--- src/design/rrs_pkg.sv ---
package rrs_pkg;

  // Relocation type numbers from the x86-64 ELF ABI.
  localparam logic [31:0] RT_NONE   = 32'd0;
  localparam logic [31:0] RT_ABS64  = 32'd1;
  localparam logic [31:0] RT_PC32   = 32'd2;
  localparam logic [31:0] RT_PLT32  = 32'd4;
  localparam logic [31:0] RT_ABS32  = 32'd10;
  localparam logic [31:0] RT_ABS32S = 32'd11;
  localparam logic [31:0] RT_ABS16  = 32'd12;
  localparam logic [31:0] RT_PC16   = 32'd13;
  localparam logic [31:0] RT_ABS8   = 32'd14;
  localparam logic [31:0] RT_PC8    = 32'd15;
  localparam logic [31:0] RT_PC64   = 32'd24;
  localparam logic [31:0] RT_SIZE32 = 32'd32;
  localparam logic [31:0] RT_SIZE64 = 32'd33;

  // Exact sums need two bits above the 64-bit operands.
  localparam int unsigned WideW = 66;

  typedef logic signed [WideW-1:0] wide_t;

  typedef enum logic [1:0] {
    ST_OK     = 2'd0,
    ST_NOTGT  = 2'd1,
    ST_RANGE  = 2'd2,
    ST_UNSUPP = 2'd3
  } status_t;

  // Decoded check to apply in the last stage.
  typedef enum logic [3:0] {
    K_NONE,
    K_WRAP,
    K_PC32,
    K_U32,
    K_S32,
    K_U16,
    K_PC16,
    K_U8,
    K_PC8,
    K_PC64,
    K_UNSUPP,
    K_NOTGT
  } kind_t;

  typedef struct packed {
    logic [31:0] reloc_type;
    logic [63:0] symbol_value;
    logic signed [63:0] addend;
    logic [63:0] place;
    logic        no_target;
  } rrs_req_t;

  typedef struct packed {
    logic [63:0] store_value;
    logic [3:0]  store_bytes;
    status_t     status;
  } rrs_res_t;

  typedef struct packed {
    kind_t       kind;
    wide_t       absv;
    logic [63:0] place;
  } rrs_s1_t;

  typedef struct packed {
    kind_t kind;
    wide_t absv;
    wide_t relv;
  } rrs_s2_t;

endpackage

--- src/design/rrs_decode.sv ---
module rrs_decode (
  input  logic              clk,
  input  logic              rst,
  input  logic              adv,
  input  logic              in_valid,
  input  rrs_pkg::rrs_req_t in_req,
  output logic              valid,
  output rrs_pkg::rrs_s1_t  data
);
  import rrs_pkg::*;

  rrs_s1_t data_next;

  always_comb begin
    data_next.place = in_req.place;
    // Exact S + A: zero-extend S, sign-extend A.
    data_next.absv  = wide_t'({2'b00, in_req.symbol_value})
                    + wide_t'({{2{in_req.addend[63]}}, in_req.addend});
    if (in_req.no_target) begin
      data_next.kind = K_NOTGT;
    end else begin
      unique case (in_req.reloc_type)
        RT_NONE:                  data_next.kind = K_NONE;
        RT_ABS64, RT_SIZE64:      data_next.kind = K_WRAP;
        RT_PC32, RT_PLT32:        data_next.kind = K_PC32;
        RT_ABS32, RT_SIZE32:      data_next.kind = K_U32;
        RT_ABS32S:                data_next.kind = K_S32;
        RT_ABS16:                 data_next.kind = K_U16;
        RT_PC16:                  data_next.kind = K_PC16;
        RT_ABS8:                  data_next.kind = K_U8;
        RT_PC8:                   data_next.kind = K_PC8;
        RT_PC64:                  data_next.kind = K_PC64;
        default:                  data_next.kind = K_UNSUPP;
      endcase
    end
  end

  always_ff @(posedge clk) begin
    if (rst) begin
      valid <= 1'b0;
    end else if (adv) begin
      valid <= in_valid;
    end
  end

  always_ff @(posedge clk) begin
    if (adv && in_valid) begin
      data <= data_next;
    end
  end

endmodule

--- src/design/rrs_diff.sv ---
module rrs_diff (
  input  logic             clk,
  input  logic             rst,
  input  logic             adv,
  input  logic             in_valid,
  input  rrs_pkg::rrs_s1_t in_data,
  output logic             valid,
  output rrs_pkg::rrs_s2_t data
);
  import rrs_pkg::*;

  rrs_s2_t data_next;

  always_comb begin
    data_next.kind = in_data.kind;
    data_next.absv = in_data.absv;
    data_next.relv = in_data.absv - wide_t'({2'b00, in_data.place});
  end

  always_ff @(posedge clk) begin
    if (rst) begin
      valid <= 1'b0;
    end else if (adv) begin
      valid <= in_valid;
    end
  end

  always_ff @(posedge clk) begin
    if (adv && in_valid) begin
      data <= data_next;
    end
  end

endmodule

--- src/design/rrs_check.sv ---
module rrs_check (
  input  logic              clk,
  input  logic              rst,
  input  logic              adv,
  input  logic              in_valid,
  input  rrs_pkg::rrs_s2_t  in_data,
  output logic              valid,
  output rrs_pkg::rrs_res_t res
);
  import rrs_pkg::*;

  rrs_res_t res_next;

  // The value fits when every bit from bits-1 upward matches the sign.
  function automatic logic fits_s(wide_t w, int unsigned bits);
    wide_t t;
    t = w >>> (bits - 1);
    return (t == '0) || (t == '1);
  endfunction

  function automatic logic fits_u(wide_t w, int unsigned bits);
    return (w >> bits) == '0;
  endfunction

  function automatic logic [63:0] low_bits(wide_t w, int unsigned bits);
    return w[63:0] & ((64'd1 << bits) - 64'd1);
  endfunction

  function automatic rrs_res_t pick(logic ok, logic [63:0] v, logic [3:0] bytes);
    rrs_res_t r;
    if (ok) begin
      r.store_value = v;
      r.store_bytes = bytes;
      r.status      = ST_OK;
    end else begin
      r.store_value = '0;
      r.store_bytes = '0;
      r.status      = ST_RANGE;
    end
    return r;
  endfunction

  always_comb begin
    wide_t a;
    wide_t r;
    a = in_data.absv;
    r = in_data.relv;
    res_next = '{store_value: '0, store_bytes: '0, status: ST_OK};
    unique case (in_data.kind)
      K_NONE:   res_next = '{store_value: '0, store_bytes: '0, status: ST_OK};
      K_WRAP:   res_next = '{store_value: a[63:0], store_bytes: 4'd8, status: ST_OK};
      K_PC32:   res_next = pick(fits_s(r, 32), low_bits(r, 32), 4'd4);
      K_U32:    res_next = pick(fits_u(a, 32), low_bits(a, 32), 4'd4);
      K_S32:    res_next = pick(fits_s(a, 32), low_bits(a, 32), 4'd4);
      K_U16:    res_next = pick(fits_u(a, 16), low_bits(a, 16), 4'd2);
      K_PC16:   res_next = pick(fits_s(r, 16), low_bits(r, 16), 4'd2);
      K_U8:     res_next = pick(fits_u(a, 8), low_bits(a, 8), 4'd1);
      K_PC8:    res_next = pick(fits_s(r, 8), low_bits(r, 8), 4'd1);
      K_PC64:   res_next = pick(fits_s(r, 64), r[63:0], 4'd8);
      K_NOTGT:  res_next = '{store_value: '0, store_bytes: '0, status: ST_NOTGT};
      default:  res_next = '{store_value: '0, store_bytes: '0, status: ST_UNSUPP};
    endcase
  end

  always_ff @(posedge clk) begin
    if (rst) begin
      valid <= 1'b0;
    end else if (adv) begin
      valid <= in_valid;
    end
  end

  always_ff @(posedge clk) begin
    if (adv && in_valid) begin
      res <= res_next;
    end
  end

endmodule

--- src/design/x86_64_relocation_resolver_top.sv ---
// A request accepted at a clock edge is registered by the decode, diff and check stages
// in that order; the check stage drives its result on res.
// Throughput: one request per cycle, sustained, as long as res_ready stays high.
// A stalled result holds its stage; earlier stages keep filling until the pipe is full.
// Reset (rst, synchronous, active high) clears the valid bit of each of the three stages;
// the payload registers are not reset.
module x86_64_relocation_resolver_top (
  input  logic              clk,
  input  logic              rst,
  input  logic              req_valid,
  output logic              req_ready,
  input  rrs_pkg::rrs_req_t req,
  output logic              res_valid,
  input  logic              res_ready,
  output rrs_pkg::rrs_res_t res
);
  import rrs_pkg::*;

  // Pipeline stages:
  //   1. decode the relocation type and form the exact sum S + A,
  //   2. form the exact PC-relative difference S + A - P,
  //   3. check the selected value against the type's range and build the result.
  // Each stage carries a valid bit beside its data. A stage advances when it is empty
  // or when the stage after it advances, so a stall reaches back only through stages that
  // are full, without dropping or duplicating a request.

  logic    v1;
  logic    v2;
  logic    adv1;
  logic    adv2;
  logic    adv3;
  rrs_s1_t d1;
  rrs_s2_t d2;

  assign adv3      = !res_valid || res_ready;
  assign adv2      = !v2 || adv3;
  assign adv1      = !v1 || adv2;
  assign req_ready = adv1;

  rrs_decode u_decode (
    .clk      (clk),
    .rst      (rst),
    .adv      (adv1),
    .in_valid (req_valid),
    .in_req   (req),
    .valid    (v1),
    .data     (d1)
  );

  rrs_diff u_diff (
    .clk      (clk),
    .rst      (rst),
    .adv      (adv2),
    .in_valid (v1),
    .in_data  (d1),
    .valid    (v2),
    .data     (d2)
  );

  rrs_check u_check (
    .clk      (clk),
    .rst      (rst),
    .adv      (adv3),
    .in_valid (v2),
    .in_data  (d2),
    .valid    (res_valid),
    .res      (res)
  );

  // A request held in the first stage while the second cannot take it stays there.
  a_s1_hold: assert property (@(posedge clk) disable iff (rst)
    v1 && !adv2 |=> v1 && $stable(d1))
    else $error("stage 1 request lost during stall");

  // Any non-ok status comes with nothing to store.
  a_err_empty: assert property (@(posedge clk) disable iff (rst)
    res_valid && res.status != ST_OK |-> res.store_bytes == 4'd0 && res.store_value == 64'd0)
    else $error("failed relocation carries store data");

  // Store width is one of the legal byte counts.
  a_bytes_legal: assert property (@(posedge clk) disable iff (rst)
    res_valid |-> res.store_bytes == 4'd0 || res.store_bytes == 4'd1 ||
                  res.store_bytes == 4'd2 || res.store_bytes == 4'd4 ||
                  res.store_bytes == 4'd8)
    else $error("illegal store width");

  // The stored value never reaches above its byte width.
  a_value_width: assert property (@(posedge clk) disable iff (rst)
    res_valid && (res.store_bytes == 4'd1 || res.store_bytes == 4'd2 ||
                  res.store_bytes == 4'd4) |-> res.store_value[63:32] == 32'd0 &&
    (res.store_bytes == 4'd4 || res.store_value[31:16] == 16'd0) &&
    (res.store_bytes != 4'd1 || res.store_value[15:8] == 8'd0))
    else $error("store value wider than store width");

endmodule

--- config.mk ---
export PLATFORM = sky130hd
export DESIGN_NAME = x86_64_relocation_resolver_top
export DESIGN_NICKNAME = d
export VERILOG_FILES = /design/src/design/rrs_pkg.sv /design/src/design/rrs_decode.sv /design/src/design/rrs_diff.sv /design/src/design/rrs_check.sv /design/src/design/x86_64_relocation_resolver_top.sv
export SDC_FILE = /design/constraint.sdc
export NUM_CORES = 1
export LEC_CHECK = 0
export BUFFER_PORTS_ARGS = -buffer_cell sky130_fd_sc_hd__buf_2
export CORE_UTILIZATION = 44
export CTS_CLUSTER_DIAMETER = 150
export CTS_CLUSTER_SIZE = 30
export DETAILED_ROUTE_END_ITERATION = 8
export PLACE_DENSITY = 0.72
export SYNTH_ARGS = -nofsm -noshare
export SYNTH_HDL_FRONTEND = slang
export SYNTH_SLANG_ARGS = --single-unit
--- constraint.sdc ---
create_clock -name clk -period 28.1 [get_ports clk]
set_input_delay 4.215 -clock clk [delete_from_list [all_inputs] [get_ports clk]]
set_output_delay 4.215 -clock clk [all_outputs]
set_load 0.01 [all_outputs]
# Word-level counts from Yosys, hierarchy flattened
# Memories as Yosys holds them, arrays and structs flattened.
# Cells that the tools add are included.
dict set report word_totals {
  output_inout_bits 72
  ff_bits 343
  romBits 256
  memories 1
}
dict set report classes {
  addsub 2
  bitwise_logic 1
  muxes 10
  n_eq_ne 15
  n_reduce_logical 25
}
# name depth word_bits rd rd_ports_with_merged_regs wr line_no
set mem_list {}
lappend mem_list {{(no name shown)} 64 4 1 0 0 rrs_decode.sv:22} ;# unique case (in_req.reloc_type)
# cell n
set op_table {}
lappend op_table {{$pmux 70 s11} 1}
lappend op_table {{$logic_not 66->1} 8}
lappend op_table {{$eq 66x66->1 const B} 5}
lappend op_table {{$mux 38} 3}
lappend op_table {{$mux 70} 1}
lappend op_table {{$add 65x64->66} 1}
lappend op_table {{$sub 66x65->66} 1}
lappend op_table {{$mux 22} 2}
lappend op_table {{$mux 14} 2}
lappend op_table {{$logic_not 26->1} 1}
lappend op_table {{$eq 4x3->1 const B} 4}
lappend op_table {{$eq 4x4->1 const B} 3}
lappend op_table {{$eq 4x2->1 const B} 2}
lappend op_table {{$logic_or 1x1->1} 8}
lappend op_table {{$eq 4x1->1 const B} 1}
lappend op_table {{$logic_not 4->1} 1}
lappend op_table {{$logic_and 1x1->1} 3}
lappend op_table {{$logic_not 1->1} 3}
lappend op_table {{$reduce_or 2->1} 1}
lappend op_table {{$mux 1} 1}
lappend op_table {{$not 1->1} 1}

# Depth between registers and ports, before layout
dict set report logic_depth {
  depth_word 5
  mapped_depth 14
}

# By module
# A second synthesis with hierarchy kept.
dict set report hier_totals {
  cells_unflattened 1844
  area_unflattened_um2 20327.0
}
# module area_per_inst_um2 instances seq_area_each_um2 cells_each
set by_module_without_submodules {}
lappend by_module_without_submodules {rrs_diff 8410.6 1 4103.9 786}
lappend by_module_without_submodules {rrs_decode 8301.7 1 4043.9 766}
lappend by_module_without_submodules {rrs_check 3592.2 1 2122.0 289}
lappend by_module_without_submodules {x86_64_relocation_resolver_top 22.5 1 0.0 3}

# Least setup slack after synthesis
# No wires, ideal clock.
dict set report synth_timing {
  path_kind {input -> register}
  from {input res_ready}
  to {register u_diff.data[0] in the netlist's numbering, enable pin}
  n_path_buf 0
  setup_slack_ns 13.132
  cell_stages 2
  setup_time_ns 0.839
  arrival_ns 14.129
  required_time_ns 27.261
  cell_sequence {nor2b_1 -> a21boi_0}
}
dict set report synth_between {
  elab_chain_len 3
}
# item line_no
set synth_lines {}
lappend synth_lines {{from (decl)} x86_64_relocation_resolver_top.sv:14} ;# input logic res_ready,
lappend synth_lines {{$logic_or 1x1->1} x86_64_relocation_resolver_top.sv:35} ;# assign adv3 = !res_valid || res_ready;
lappend synth_lines {{$logic_or 1x1->1} x86_64_relocation_resolver_top.sv:36} ;# assign adv2 = !v2 || adv3;
lappend synth_lines {{$logic_and 1x1->1} rrs_diff.sv:29} ;# if (adv && in_valid) begin
lappend synth_lines {{to (signal assigned)} rrs_diff.sv:30} ;# data <= data_next;
lappend synth_lines {{to (decl)} rrs_diff.sv:8} ;# output rrs_pkg::rrs_s2_t data
# No other way between the ends.
# A chain may end at the register's enable or synchronous reset.

# Worst setup path after layout
dict set report layout_timing {
  from {input res_ready}
  to {output req_ready}
}
dict set report layout_between {
  elab_chain_len 3
}
# item line_no
set layout_lines {}
lappend layout_lines {{$logic_or 1x1->1} x86_64_relocation_resolver_top.sv:35}
lappend layout_lines {{$logic_or 1x1->1} x86_64_relocation_resolver_top.sv:36}
lappend layout_lines {{$logic_or 1x1->1} x86_64_relocation_resolver_top.sv:37} ;# assign adv1 = !v1 || adv2;
lappend layout_lines {{to (decl)} x86_64_relocation_resolver_top.sv:11} ;# output logic req_ready,
# No other way between the ends.

==> key figures <==
Synthesis
  – Post-synth cell types: 76
  – Syn Inst Count: 1,818
  – Synth area leader: edfxtp_1
  – Synth Net Count: 2,183
  – Seq/Total Area, Yosys: 51.4%
  – Post-synth EDFFs: 340
  – Ys async rst share: 0%
  – Avg Inst Size Synth: 11.0 sq um
  – Yosys reg bits: 343
  – Main synth FF type: edfxtp_1
  – Share of the synthesized area in the top cell type: 51.1%
  – Number of synthesis warnings: 0
  – Synthesized area: 20,000 sq um
  – Area contributors post-synth: edfxtp_1, ha_1, a21oi_1

Route
  – 1st-pass router iterations: 5
  – Routed WL per cell: 19.8 microns
  – Total Wirelength: 53,000 microns
  – Post-route ant nets: 0
  – Highest routed layer: met4
  – Met1 WL: 27,400 microns
  – 1st-iter DRT viols: 1,250
  – Via/cell ratio: 5.66
  – Met2 routed WL: 22,000 microns
  – # DRC: 0
  – Met3 WL: 2790 microns
  – Via count: 15,100

Critical path
  – Cells along the critical path: buf_2 > nor2b_1 > nand3_1 > buf_2
  – Critical-path top delay cell: nor2b_1
  – Buffers plus inverters on the worst setup path: 2
  – CP peak stage delay: 0.57 ns
  – Crit end category: primary output
  – Startpoint Class: input pin
  – WP data arrival: 5.24 ns
  – Most frequent CP cell: buf_2
  – Critical path class: in2out
  – Largest delay share family, worst path: simple AND/OR/NAND/NOR gates
  – Critical path required time: 23.89 ns
  – CP max FO: 6

GRT
  – Vias in the first global route: 14,500
  – Largest net degree at the start of global routing: 89
  – First-pass GRT wire length: 81,100 microns
  – Gr usage total: 22.2%
  – GRT overflow: 0
  – Initial antenna violation count: 3

Final layout
  – Filler cells: 4,082
  – Most common cell after layout, fill and taps aside: edfxtp_1
  – Design area: 22,500 sq um
  – Sequential Area: 10,300 sq um
  – Area Overhead vs Synth: 12.5%
  – Most frequent cells in the layout: edfxtp_1, buf_2, a21oi_1
  – Non-Filler Instances: 2,674
  – Layout cells sized above 1: 17.1%
  – Nets: 2,441
  – Area of the multi-input gates: 9070 sq um
  – Finished Core Util: 50.5%

Timing
  – Final setup TNS: 0 ns
  – Max_slew headroom: 27.8%
  – Fmax: 0.106 GHz
  – Final Hold Viols: 0
  – Crit path time final: 9.46 ns
  – Slew Limit Fails: 0
  – Unrepaired setup endpoints after global routing: no
  – Final setup fails: 0
  – Tightest Pin Transition: 1.08 ns
  – Worst Skew: 0.0353 ns
  – Final Cycle Share: 33.7%

Power and ir drop
  – Overall power: 1320 uW
  – Pleak: 0.00899 uW
  – Pwr dens: 58.8 nW/um^2
  – Worst IR Drop VDD: 0.0334 mV

Clock tree
  – Clock Sinks: 343
  – Post-CTS resize count: 0
  – Clock transition at path regs: 0.11 ns
  – Htree depth: 1
  – Setup bufs post-CTS: 0
  – Total CTS buffers: 15
  – Clock Tree Buf Depth: 3
  – TritonCTS clock tree: done
  – Root Driver: clkbuf_16
  – CTS hold repair buffers: 0
  – Clock Latency Late Sink: 0.52 ns

Placement
  – Buffers on Ports: 300
  – Placed cells: 2,651
  – Area post-placement: 22,100 sq um
  – Post-DP HPWL: 43,300 microns
  – Routability Congestion: 0.927

Floorplan
  – # rows: 77
  – IO Pins: 301
  – CORE AREA: 44,500 sq um
  – Die W: 215 microns
  – Chip height: 215 microns
  – Die area: 46,300 sq um
  – Initial core utilization: 44.9%

Run status
  – Status: completed

Hold path
  – Worst hold path class: reg2reg

Flow run
  – # Max-Cap Violations: 0
-- area by class of cell --
class / count / area share (%)
inverters: 110 / 1.84
diodes: 3 / 0.0334
multi-input cells: 1298 / 40.4
flip-flops and latches: 343 / 45.7
well taps: 592 / 3.30
clock inverters: 1 / 0.0891
clock buffers: 19 / 1.74
repair buffers: 308 / 6.95
-- synthesized netlist by cell type, types with 24 or more instances --
library cell	instances
edfxtp_1	340
a21oi_1	162
ha_1	134
nand2_1	120
inv_1	110
nor2_1	103
a21o_1	88
xnor2_1	76
o21ai_0	68
a22o_1	63
nand4_1	60
clkbuf_1	51
xor2_1	48
nor4_1	43
nand3_1	36
o21bai_1	24
-- state kept, by name, summed over array words and instances (netlist names) --
name	count
u_diff.valid	1
u_check.valid	1
u_decode.data	134
u_diff.data	136
u_check.res	70
u_decode.valid	1
-- through the flow --
stage               setup slack [ns]  hold WS [ns]
floorplan                      13.13         0.400
global placement               18.69         0.415
detailed placement             18.64         0.418
CTS                            18.65         0.434
global route                   18.57         0.454
finish                         18.64         0.430
-- power by group --
group          internal, uW  total, uW  switching [uW]
clock network           101        251             150
logic                   152        381             229
registers               642        688            46.7
total                   895       1320             426
-- path summary, 6_finish.rpt --
check                          start                to  slack (ns)  cells after the start
setup reg to reg   u_decode.data[75]   u_diff.data[63]       24.26                     11
hold / removal    u_decode.data[133]  u_diff.data[135]        0.43                      0
hold reg to reg   u_decode.data[133]  u_diff.data[135]        0.43                      0
setup / recovery           res_ready         req_ready       18.64                      4
-- cells by family (layout without fill, tap and decap cells) --
logic type                 after synthesis  count (layout)  share of synthesized area, %
AOI/OAI and AO/OA                      547             547                          18.6
and+or+nand+nor                        487             487                          12.4
DFF                                    343             343                          51.4
buffers and inverters                  177             438                          3.43
adders and majority gates              136             136                          8.59
xor gates and xnor gates               124             124                          5.44
muxes                                    4               4                         0.213
other                                    0               3                             0
-- layer usage --
metal,up-vias,GRT usage [%]
li1,7432,-
met1,7170,35.9
met2,489,32.4
met3,54,1.76
met4,0,4.44
met5,-,0
Note: power is estimated with default switching activity, not from simulation.
